### config.mk
export PLATFORM = sky130hd
export DESIGN_NAME = icalc_queue
export DESIGN_NICKNAME = d
export VERILOG_FILES = /design/src/hw/rtl/icalc_pkg.sv /design/src/hw/rtl/icalc_queue.sv
export SDC_FILE = /design/constraint.sdc
export NUM_CORES = 1
export LEC_CHECK = 0
export BUFFER_PORTS_ARGS = -buffer_cell sky130_fd_sc_hd__buf_2
export CELL_PAD_IN_SITES_DETAIL_PLACEMENT = 0
export CELL_PAD_IN_SITES_GLOBAL_PLACEMENT = 2
export CORE_MARGIN = 8
export CORE_UTILIZATION = 45
export CTS_CLUSTER_SIZE = 30
export DETAILED_ROUTE_END_ITERATION = 7
export GPL_ROUTABILITY_DRIVEN = 0
export PLACE_DENSITY = 0.86
export REMOVE_ABC_BUFFERS = 1
export SYNTH_ARGS = -nofsm -noshare
export SYNTH_HDL_FRONTEND = slang
export SYNTH_SLANG_ARGS = --single-unit
### constraint.sdc
create_clock -name clk -period 3.7 [get_ports clk]
set_input_delay 0 -clock clk [delete_from_list [all_inputs] [get_ports clk]]
set_output_delay 0 -clock clk [all_outputs]
set_load 0.01 [all_outputs]
### src/hw/rtl/icalc_pkg.sv
// Shared types, codes and defaults for the integer calculator ALU.
`timescale 1ns / 1ps
`default_nettype none

package icalc_pkg;

    localparam int DEF_OPERAND_WIDTH = 32;
    localparam int DEF_FRACTION_BITS = 16;
    localparam int QUEUE_DEPTH       = 4;

    typedef enum logic [2:0] {
        OP_ADD  = 3'd0,
        OP_SUB  = 3'd1,
        OP_MUL  = 3'd2,
        OP_DIV  = 3'd3,
        OP_REM  = 3'd4,
        OP_POW  = 3'd5,
        OP_SQRT = 3'd6,
        OP_CBRT = 3'd7
    } op_t;

    typedef enum logic [1:0] {
        ST_OK        = 2'd0,
        ST_DIV_ZERO  = 2'd1,
        ST_ROOT_NEG  = 2'd2,
        ST_OVERFLOW  = 2'd3
    } status_t;

    typedef enum logic [3:0] {
        JK_ADD,
        JK_SUB,
        JK_MUL,
        JK_DIV,
        JK_REM,
        JK_PPOW,
        JK_NPOW,
        JK_SQRT,
        JK_CBRT,
        JK_FAULT
    } job_kind_t;

    typedef struct packed {
        job_kind_t kind;
        status_t   fault;
        logic      neg;
    } job_ctl_t;

    typedef enum logic [3:0] {
        BK_IDLE,
        BK_MUL,
        BK_PLO,
        BK_PHI,
        BK_NPW,
        BK_DSET,
        BK_DIV,
        BK_ROOT,
        BK_RFIX,
        BK_SIGN,
        BK_FIN
    } bk_state_t;

endpackage

`default_nettype wire

### src/hw/rtl/icalc_queue.sv
// Small job queue between the front end and the execution back end.
`timescale 1ns / 1ps
`default_nettype none

module icalc_queue
    import icalc_pkg::*;
#(
    parameter int DATA_W = 8,
    parameter int DEPTH  = QUEUE_DEPTH
)
(
    input  wire logic              clk,
    input  wire logic              rst_n,
    input  wire logic              push_valid,
    output logic                   push_ready,
    input  wire logic [DATA_W-1:0] push_data,
    output logic                   pop_valid,
    input  wire logic              pop_ready,
    output logic [DATA_W-1:0]      pop_data
);

    localparam int PTRW = (DEPTH > 1) ? $clog2(DEPTH) : 1;
    localparam int CNTW = $clog2(DEPTH + 1);

    logic [DATA_W-1:0] data_reg [DEPTH];
    logic [PTRW-1:0]   wr_ptr_reg;
    logic [PTRW-1:0]   rd_ptr_reg;
    logic [CNTW-1:0]   count_reg;
    logic              push;
    logic              pop;

    assign push_ready = (count_reg != CNTW'(DEPTH));
    assign pop_valid  = (count_reg != '0);
    assign push       = push_valid && push_ready;
    assign pop        = pop_valid && pop_ready;
    assign pop_data   = data_reg[rd_ptr_reg];

    always_ff @(posedge clk or negedge rst_n)
    begin
        if (!rst_n)
        begin
            wr_ptr_reg <= '0;
            rd_ptr_reg <= '0;
            count_reg  <= '0;
        end
        else
        begin
            if (push)
                wr_ptr_reg <= (wr_ptr_reg == PTRW'(DEPTH - 1)) ? '0 : wr_ptr_reg + PTRW'(1);
            if (pop)
                rd_ptr_reg <= (rd_ptr_reg == PTRW'(DEPTH - 1)) ? '0 : rd_ptr_reg + PTRW'(1);
            if (push && !pop)
                count_reg <= count_reg + CNTW'(1);
            else if (pop && !push)
                count_reg <= count_reg - CNTW'(1);
        end
    end

    always_ff @(posedge clk)
    begin
        if (push)
            data_reg[wr_ptr_reg] <= push_data;
    end

endmodule

`default_nettype wire

Word level (Yosys, flattened, before mapping)
Memories as Yosys holds them, arrays and structs flattened.
Cells that the tools add are included.
- reduce and logical (&&, ||, !) cells: 8
- muxes and demuxes: 6
- add/subtract/negate cells: 4
- equal/unequal tests: 3
- operators with widths (cell ; count):
    $mux W3 ; 2
    $add A2 B1 Y2 const B ; 2
    $eq A2 B2 Y1 const B ; 2
    $logic_and A1 B1 Y1 ; 4
    $mux W2 ; 2
    $add A3 B1 Y3 const B ; 1
    $ne A3 B3 Y1 const B ; 1
    $reduce_bool A3 Y1 ; 1
    $sub A3 B1 Y3 const B ; 1
    $logic_not A1 Y1 ; 2
    $mux W1 ; 2
    $reduce_bool A2 Y1 ; 1
- memory bits (writable): 32
- output and inout bits: 10
- logic and storage cells: 25
- memories kept: 1
- register bits: 7
- memories (name ; words ; width ; read ports ; clocked after Yosys merged registers in ; wr ports ; RTL line ; RTL):
    data_reg ; 4 ; 8 ; 1 ; 0 ; 1 ; icalc_queue.sv:25 ; logic [DATA_W-1:0] data_reg [DEPTH];

Depth between registers and ports, before layout
Gate-level depths: netlist (run 1).
- word-level depth: 6
- mapped depth: 8
- mapped depth without buffers: 8

Least setup slack after synthesis (run 1)
No wires, ideal clock.
- path type: register to register
- start: register count_reg[2]
- end: register count_reg[2]
- cell stages (with the launch flop): 9
- path buffers: 0
- required time: 3.621 ns
- setup time: 0.079 ns
- setup slack: 1.735 ns
- arrival time: 1.885 ns
- clock period less this slack: 1.965 ns
- cells stage by stage: dfrtp_1 > or3_4 > nand2_4 > ha_1 > inv_1 > fa_1 > xor2_1 > nor2_1 > xor2_1
- longest elaborated chain between the ends: 5
- RTL lines (element ; RTL line ; RTL):
    from (decl) ; icalc_queue.sv:28 ; logic [CNTW-1:0] count_reg;
    from (signal assigned) ; icalc_queue.sv:53 ; count_reg <= count_reg + CNTW'(1);
    from (signal assigned) ; icalc_queue.sv:55 ; count_reg <= count_reg - CNTW'(1);
    $reduce_bool A3 Y1 (*) ; icalc_queue.sv:33 ; assign pop_valid = (count_reg != '0);
    via pop_valid ; icalc_queue.sv:17 ; output logic pop_valid,
    $logic_and A1 B1 Y1 (*) ; icalc_queue.sv:35 ; assign pop = pop_valid && pop_ready;
    $logic_not A1 Y1 ; icalc_queue.sv:52 ; if (push && !pop)
    $logic_and A1 B1 Y1 ; icalc_queue.sv:52 ;
    $mux W3 / $reduce_bool A2 Y1 (equally long branches) ; - ;
The timed path passes the listed nets; every way through them passes the cells marked *. The select of a mux whose other input is x is not followed.
A chain may end at the register's enable or synchronous reset.

Worst setup path after layout (run 1)
- start: register count_reg[0]
- end: register count_reg[2]
- longest elaborated chain between the ends: 5
- RTL lines (element):
    parallel branches: the longest is 5 deep, another holds $sub A3 B1 Y3
Several ways; the timed one is not identified. The select of a mux whose other input is x is not followed.

==> results of run 1 <==
## repair_timing
action / 4_1_cts / 5_1_grt
gates resized for setup: 0 / 0
hold endpoints to repair: 39 / 0
hold buffers: 9 / 0
## Yosys cell counts, drive strengths merged
master / count
dfrtp: 7
ha: 6
and2: 4
inv: 3
mux4: 8
xnor2: 1
or3: 1
fa: 1
clkbuf: 1
a21boi: 1
mux2: 5
nor2: 4
edfxtp: 32
nand2: 2
buf: 1
xor2: 2
## cells by family after synthesis
family,count (synthesis)
AND/OR/NAND/NOR,11
multiplexers,13
adder cells (fa/ha/maj),7
buffers and inverters,5
flip-flops,39
AO/OA/AOI/OAI,1
XOR/XNOR,3
## per-stage QoR
stage	setup WS (ps)	hold WS [ps]
2_1_floorplan	1740	-296
3_3_place_gp	1710	-157
3_5_place_dp	1690	-147
4_1_cts	1640	6.71
5_1_grt	1550	12.6
6_report	1650	22.6
## critical path: stages (launching register included)
cell	delay (ps)
dfrtp_1	450
or3_4	400
nand2_4	100
ha_1	180
inv_1	60
fa_1	380
xor2_1	150
nor2_1	110
xor2_1	160
## final cells by class
type                       instances  area (sq um)  area share [%]
tap                               46          57.6            3.04
multi-input combinational         35           443            23.4
timing repair buffer              30           195            10.3
clock buffer                       7          45.0            2.38
clock inverter                     1          5.00           0.264
sequential                        39          1140            60.0
inverter                           3          11.3           0.595
## worst min-delay path by stage
stage	slack, ps	endpoint
2_1_floorplan	-300	count_reg[0]
3_3_place_gp	-160	rd_ptr_reg[0]
3_5_place_dp	-150	rd_ptr_reg[0]
4_1_cts	7	rd_ptr_reg[0]
5_1_grt	10	rd_ptr_reg[0]
6_report	20	count_reg[2]
## power groups by stage
stage / Sequential, mW / Clock (mW) / Combinational, mW
after floorplan: 0.678 / 0 / 0.328
after global routing: 0.714 / 0.226 / 0.493
after detailed placement: 0.709 / 0 / 0.452
after global placement: 0.703 / 0 / 0.447
final: 0.693 / 0.204 / 0.449
after CTS: 0.698 / 0.209 / 0.461
## routing by layer
metal  vias up  global-route usage [%]  routed length, um
li1        375                       -                  -
met1       382                    10.7               1090
met2        13                    15.1               1210
met3         5                    3.95                123
met4         0                    4.48                 34
met5         -                       0                  0
==> results.md, run 1 <==
- Routed WL: 2.46 mm
- Final period util: 55.5%
- Critical Path Fanout Max: 4
- Main combinational cell family by area after synthesis: multiplexers
- Initial antenna violation count: 0
- Worst Max-Slew Pin Slew: 587 ps
- # diodes: 0
- Dominant cell type by area after synthesis: edfxtp_1
- Vias: 775
- Critical Path End Type: register
- Setup crit start: count_reg[0]
- Dpl cells: 144
- Nets: 133
- Sw frac: 31.6%
- Reg power frac: 51.5%
- Design Power: 1.35 mW
- Worst skew pair latency: 330 ps
- Net Sw Power: 0.426 mW
- DRC: 0
- Chip Width: 75.6 um
- Fmax: 0.487 GHz
- Synth Area in Compound Gates: 0.704%
- Post-synthesis simple-gate area fraction: 4.15%
- Area delta synth->final: 18.4%
- Final TNS setup: 0 ps
- Core Box Area: 3360 sq um
- Crit path DAT: 2320 ps
- Cell Int Power: 0.920 mW
- Max reg flops: 32
- Clock network fraction of total power: 15.1%
- Adder-Cell Fraction of Synth Area: 5.95%
- Combinational Power Share: 33.4%
- Most common cell after layout, fill and taps aside: edfxtp_1
- Maximum vdd drop: 0.309 mV
- Core Rows: 21
- PwrDens: 711 nW/um^2
- Flop-to-flop setup slack: 1650 ps
- Starting density of the core: 47.5%
- HPWL after detailed placement: 1.67 mm
- Root Buffer: clkbuf_4
- FILL cells: 300
- Share of cells above drive strength 1: 37.4%
- Fin crit period: 2050 ps
- H-tree depth: 2
- RSZ-0062 raised after global routing: no
- WP data required: 3960 ps
- CTS tree: done
- Postcts setup bufs: 0
- #FFs+latches synth: 39
- Xor/xnor share of the synthesized area: 1.64%
- Clock transition at path regs: 110 ps
- Clock Path Buffers: 2
- Fin cells: 161
- Port Buffers: 21
- Cell Area, Placed: 1750 sq um
- Vias in the first global route: 750
- Startpoint type of the worst setup path: register
- Gr usage total: 9.43%
- Status: finished, final reports clean
- Final Slew Violations: 0
- Mean Syn Cell Area: 20.2 sq um
- Post-Layout Inst Area: 1890 sq um
- LEAKAGE: 0.712 nW
- Max-slew headroom: 60.8%
- Yosys cell types: 18
- Total congestion overflow: 0
- Post-synthesis mux area share: 15.3%
- CTS Buf Count: 5
- Final Hold Vio Count: 0
- Depth of the worst register-to-register path: 8
- Post-DRT Antenna Nets: 0
- Max-cap violations: 0
- Top cells by area, synth: edfxtp_1 60%, mux4_2 11%, dfrtp_1 11%
- Critical Path End: count_reg[2]
- Synth warnings: 0
- Hold Crit Class: in -> async
- Drt first pass iters: 4
- Via density: 4.81
- Post-Route Utilization: 56.3%
- Cells after Synth: 79
- Boundary pin count: 22
- WL/cell: 15.2 um
- Clock sinks: 39
- Largest net degree at the start of global routing: 12
- Reg-to-reg endpoint: count_reg[2]
- 1st-iter DRT viols: 36
- Chip Height: 75.6 um
- Most frequent cells in the layout: 32 x edfxtp_1, 21 x buf_2, 9 x dlygate4sd3_1
- WS Path Type: reg -> reg
- Seq/Total Area, Yosys: 71.0%
- Yosys top cell area share: 60.1%
- First-pass GRT wire length: 3.68 mm
- Die area: 5720 sq um
- Reg-to-Reg Start: count_reg[0]
- Final setup skew: 2.67 ps
- Final Setup Violations: 0
- Synthesized cell area: 1600 sq um
No activity file was read; power rests on OpenSTA's default activity.
==> inputs of run 2 (changes only) <==
CORE_UTILIZATION = 38   (was 45)
PLACE_DENSITY = 0.78   (was 0.86)
clock period = 1.8 ns   (was 3.7 ns; I/O delays follow)
==> results.md, run 2 (synthesized netlist as in run 1, its figures left out) <==
- Status: finished, violations left
- Failing checks: setup timing
- Worst setup margin: -49.1 ps (-1690 ps)
- Largest net degree at the start of global routing: 14 (+2)
- Clock sinks: 39 (unchanged)
- Chip Height: 80.9 um (+7.0%)
- # diodes: 0 (unchanged)
- Vias in the first global route: 868 (+16%)
- Gr usage total: 8.85% (-0.59 points)
- GR Util met1: 9.43% (-1.2 points)
- Clock transition at path regs: 80 ps (-30 ps)
- Grt peak-use layer: met2
- Final period util: 103% (+47 points)
- Critical Path End Type: register
- Via density: 4.54 (-5.6%)
- Met2 GRT Util: 14.4% (-0.71 points)
- FILL cells: 353 (+18%)
- WL/cell: 14.8 um (-2.9%)
- Final TNS setup: -91.6 ps (-91.6 ps)
- DRC: 0 (unchanged)
- Area delta synth->final: 30.1%
- Reg-to-reg endpoint: count_reg[2]
- Net Sw Power: 0.976 mW (+130%)
- WS Path Type: reg -> reg
- Sw frac: 29.7% (-1.9 points)
- Port Buffers: 21 (unchanged)
- Flop-to-flop setup slack: -50 ps (-1690 ps)
- HPWL after detailed placement: 1.75 mm (+4.5%)
- Reg-to-Reg Start: count_reg[2]
- CTS Buf Count: 5 (unchanged)
- Reg power frac: 42.6% (-8.9 points)
- Vias: 804 (+3.7%)
- Fmax: 0.541 GHz (+11%)
- Final Slew Violations: 0 (unchanged)
- Final Hold Vio Count: 0 (unchanged)
- Depth of the worst register-to-register path: 8 (unchanged)
- Total congestion overflow: 0 (unchanged)
- Die area: 6540 sq um (+14%)
- Max-cap violations: 0 (unchanged)
- Core Rows: 23 (+9.5%)
- Design Power: 3.29 mW (+140%)
- PwrDens: 1580 nW/um^2 (+120%)
- Nets: 145 (+9.0%)
- Drt first pass iters: 3 (-1)
- Sequential cell area: 1140 sq um (+0.11%)
- Worst Max-Slew Pin Slew: 460 ps (-127 ps)
- Share of cells above drive strength 1: 48.8% (+11 points)
- Chip Width: 80.9 um (+7.0%)
- RSZ-0062 raised after global routing: yes
- 1st-iter DRT viols: 42 (+17%)
- Multi-input logic area: 472 sq um (+6.5%)
- Pre-CTS setup slack: -134 ps (-1820 ps)
- H-tree depth: 2 (unchanged)
- Post-DRT Antenna Nets: 0 (unchanged)
- Most common cell after layout, fill and taps aside: edfxtp_1
- Final Setup Violations: 2 (+2)
- Final setup skew: 3.88 ps (+1.21 ps)
- Most frequent cells in the layout: 32 x edfxtp_1, 21 x buf_2, 12 x buf_4
- Clock network fraction of total power: 22.0% (+6.9 points)
- Boundary pin count: 22 (unchanged)
- Post-Route Utilization: 51.6% (-4.6 points)
- Critical Path Fanout Max: 2 (-2)
- Cell Int Power: 2.31 mW (+150%)
- Worst skew pair latency: 290 ps (-40 ps)
- Max reg flops: 32 (unchanged)
- Crit path DAT: 2070 ps (-250 ps)
- Fin crit period: 1850 ps (-206 ps)
- Hold Crit Class: in -> async
- First-pass GRT wire length: 4.24 mm (+15%)
- Max-slew headroom: 69.3% (+8.5 points)
- Combinational Power Share: 35.4% (+2.0 points)
- Initial antenna violation count: 0 (unchanged)
- Starting density of the core: 39.7% (-7.9 points)
- Maximum vdd drop: 0.765 mV (+150%)
- LEAKAGE: 0.808 nW (+14%)
- GRT met3 Usage: 4.30% (+0.36 points)
- Routed WL: 2.62 mm (+6.7%)
- CTS tree: done
- Core Box Area: 4030 sq um (+20%)
- WP data required: 2020 ps (-1940 ps)
- Clock Path Buffers: 2 (unchanged)
- Root Buffer: clkbuf_8
- Startpoint type of the worst setup path: register
[run 2: changes by cell type in the layout (fill, tap and decap cells not counted), moves of 2 or more]
cell,delta
buf_4,+12
clkbuf_1,-2
clkbuf_4,-5
clkbuf_8,+5
[run 2: how the worst max path moves through the flow]
stage                 startpoint           end  slack (ps)  cells past startpoint
detailed placement  count_reg[2]  count_reg[2]        -130                      8
CTS                 count_reg[1]  count_reg[2]         -60                      8
floorplan           count_reg[2]  count_reg[2]        -160                      8
global placement    count_reg[2]  count_reg[2]         -60                      8
global route        count_reg[2]  count_reg[2]        -140                      8
finish              count_reg[2]  count_reg[2]         -50                      8
[run 2: critical path, stage by stage, from the launching register on]
cell and delay [ps]:
dfrtp_1 380, or3_4 410, nand2_4 100, ha_4 140
inv_2 40, fa_2 320, xor2_1 140, nor2_1 110
xor2_1 150
[run 2: what timing repair did]
action	4_1_cts	5_1_grt
buffers inserted	2	0
resized for setup	6	2
endpoints found under the hold margin	39	0
endpoints found under the setup margin	9	10
hold buffers	9	0
pin swaps	5	7
[run 2: layer usage]
layer	routed length (um)	vias up	part of all wire (%)
li1	-	398	-
met1	1090	385	42
met2	1310	15	50
met3	171	6	6.5
met4	48	0	1.8
met5	0	-	0
[run 2: power groups by stage]
stage	logic (mW)	registers [mW]	clock network, mW
detailed placement	1.07	1.43	0
global route	1.28	1.44	0.770
floorplan	0.675	1.39	0
finish	1.16	1.40	0.722
CTS	1.16	1.41	0.738
global placement	1.05	1.41	0
[run 2: through the flow]
step / instances / hold slack, ps / cell area [sq um]
2_1_floorplan: 77 / -296 / 1590
3_3_place_gp: 158 / -154 / 1830
3_5_place_dp: 158 / -150 / 1830
4_1_cts: 177 / 68.5 / 2080
5_1_grt: 177 / 94.9 / 2080
6_report: 177 / 68.5 / 2080
[run 2: final cells by class]
type                       count  share of cell area, %
sequential                    39                   54.7
multi-input combinational     35                   22.7
timing repair buffer          42                   13.7
clock buffer                   5                   3.31
tap                           50                   3.01
clock inverter                 3                   2.10
inverter                       3                  0.541
==> inputs of run 3 (changes only) <==
CORE_UTILIZATION = 31   (was 38)
PLACE_DENSITY = 0.66   (was 0.78)
==> results.md, run 3 (synthesized netlist as in run 1, its figures left out) <==
- WP data required: 2020 ps (about the same)
- Final setup skew: 4.92 ps (+1.03 ps)
- Critical Path End Type: register
- Via density: 4.29 (-5.6%)
- Fin cells: 199 (+12%)
- Startpoint type of the worst setup path: register
- Final period util: 103% (-0.16 points)
- PwrDens: 1550 nW/um^2 (-1.8%)
- Fin crit period: 1850 ps (-2.81 ps)
- Max-cap violations: 0 (unchanged)
- Drt first pass iters: 4 (+1)
- Root Buffer: clkbuf_8
- Post-Route Utilization: 41.8% (-9.8 points)
- Initial antenna violation count: 0 (unchanged)
- DRC: 0 (unchanged)
- Final Hold Vio Count: 0 (unchanged)
- Cell Area, Placed: 1870 sq um (+1.8%)
- Clock transition at path regs: 70 ps (about the same)
- Most frequent cells in the layout: 32 x edfxtp_1, 21 x buf_2, 14 x buf_4
- Net Sw Power: 0.958 mW (-1.8%)
- Total congestion overflow: 0 (unchanged)
- # diodes: 0 (unchanged)
- Reg power frac: 43.1% (+0.5 points)
- Gr usage total: 8.41% (-0.44 points)
- First-pass GRT wire length: 4.77 mm (+13%)
- Core Box Area: 5040 sq um (+25%)
- Starting density of the core: 31.7% (-8.0 points)
- Multi-input logic area: 464 sq um (-1.6%)
- Pre-CTS setup slack: -127 ps (+6.35 ps)
- Reg-to-reg endpoint: count_reg[2]
- Hold Crit Class: in -> async
- HPWL after detailed placement: 1.95 mm (+11%)
- Flop-to-flop setup slack: -50 ps (about the same)
- 1st-iter DRT viols: 43 (+2.4%)
- WL/cell: 14.0 um (-5.7%)
- Failing checks: setup timing
- Chip Width: 87.8 um (+8.6%)
- Max reg flops: 32 (unchanged)
- Clock Path Buffers: 2 (unchanged)
- Largest net degree at the start of global routing: 13 (-1)
- CTS tree: done
- Die area: 7710 sq um (+18%)
- Most common cell after layout, fill and taps aside: edfxtp_1
- Final Slew Violations: 0 (unchanged)
- Crit path DAT: 2060 ps (about the same)
- Area delta synth->final: 31.8%
- Cell Int Power: 2.31 mW (about the same)
- Chip Height: 87.8 um (+8.6%)
- Combinational Power Share: 35.5% (about the same)
- Worst setup margin: -46.2 ps (+2.81 ps)
- Reg-to-Reg Start: count_reg[1]
- Status: finished, violations left
- Dpl cells: 179 (+13%)
- Boundary pin count: 22 (unchanged)
- CTS Buf Count: 5 (unchanged)
- Depth of the worst register-to-register path: 8 (unchanged)
- FILL cells: 464 (+31%)
- Sequential cell area: 1140 sq um (unchanged)
- Vias in the first global route: 935 (+7.7%)
- H-tree depth: 2 (unchanged)
- Sw frac: 29.3% (-0.39 points)
- Final Setup Violations: 2 (unchanged)
- Routed WL: 2.78 mm (+6.1%)
- Port Buffers: 21 (unchanged)
- LEAKAGE: 0.810 nW (+0.24%)
- Maximum vdd drop: 0.688 mV (-10%)
- Vias: 853 (+6.1%)
- Clock sinks: 39 (unchanged)
- Fmax: 0.542 GHz (+0.15%)
- Critical Path Fanout Max: 2 (unchanged)
- Nets: 147 (+1.4%)
- Worst Max-Slew Pin Slew: 457 ps (-3.21 ps)
- Worst skew pair latency: 290 ps (about the same)
- WS Path Type: reg -> reg
- Post-Layout Inst Area: 2110 sq um (+1.3%)
- Design Power: 3.27 mW (-0.50%)
- Clock network fraction of total power: 21.4% (-0.6 points)
- RSZ-0062 raised after global routing: yes
- Post-DRT Antenna Nets: 0 (unchanged)
- Share of cells above drive strength 1: 48.8% (about the same)
- Max-slew headroom: 69.5% (+0.21 points)
- Core Rows: 26 (+13%)
## run 3: final cells by class
type                    count  area share [%]
repair buffers             44            14.2
flip-flops and latches     39            53.9
inverters                   3           0.534
clock buffers               5            3.26
clock inverters             3            1.84
well taps                  70            4.15
multi-input cells          35            22.0
## run 3: power groups by stage
stage / Combinational (mW) / Clock (mW) / Sequential [mW]
floorplan: 0.675 / 0 / 1.39
global placement: 1.07 / 0 / 1.42
detailed placement: 1.09 / 0 / 1.43
CTS: 1.17 / 0.732 / 1.42
global route: 1.28 / 0.765 / 1.45
finish: 1.16 / 0.700 / 1.41
## run 3: worst max-delay path: stages, from the launching register on
cell and delay (ps):
dfrtp_1 390, or3_4 410, nand2_4 80, ha_4 130, inv_2 30, fa_2 320
xor2_1 140, nor2_1 110, xor2_1 160
## run 3: worst max-delay path by stage
stage	start	endpoint	slack [ps]	cells past startpoint
final	count_reg[1]	count_reg[2]	-50	8
after global routing	count_reg[1]	count_reg[2]	-160	8
after detailed placement	count_reg[2]	count_reg[2]	-130	8
after floorplan	count_reg[2]	count_reg[2]	-160	8
after global placement	count_reg[2]	count_reg[2]	-70	8
after CTS	count_reg[0]	count_reg[2]	-60	8
## run 3: timing repair
| item | in CTS | in global routing |
|---|---|---|
| endpoints found under the hold margin | 39 | 0 |
| pin swaps | 4 | 3 |
| gates resized for setup | 7 | 0 |
| buffers inserted | 1 | 2 |
| hold buffers | 9 | 0 |
| setup endpoints to repair | 10 | 2 |
## run 3: layer usage
layer	vias to the layer above	global-route usage [%]	part of all wire, %
met4	0	4.22	1.9
met5	-	0	0
met3	6	3.28	6.1
met1	424	10.1	44
li1	401	-	-
met2	22	12.8	48
## run 3: stage by stage
stage	hold WS (ps)	TNS [ps]
finish	58.8	-63.2
global route	70.5	-217
CTS	55.7	-73.7
detailed placement	-153	-208
global placement	-154	-101
floorplan	-296	-297
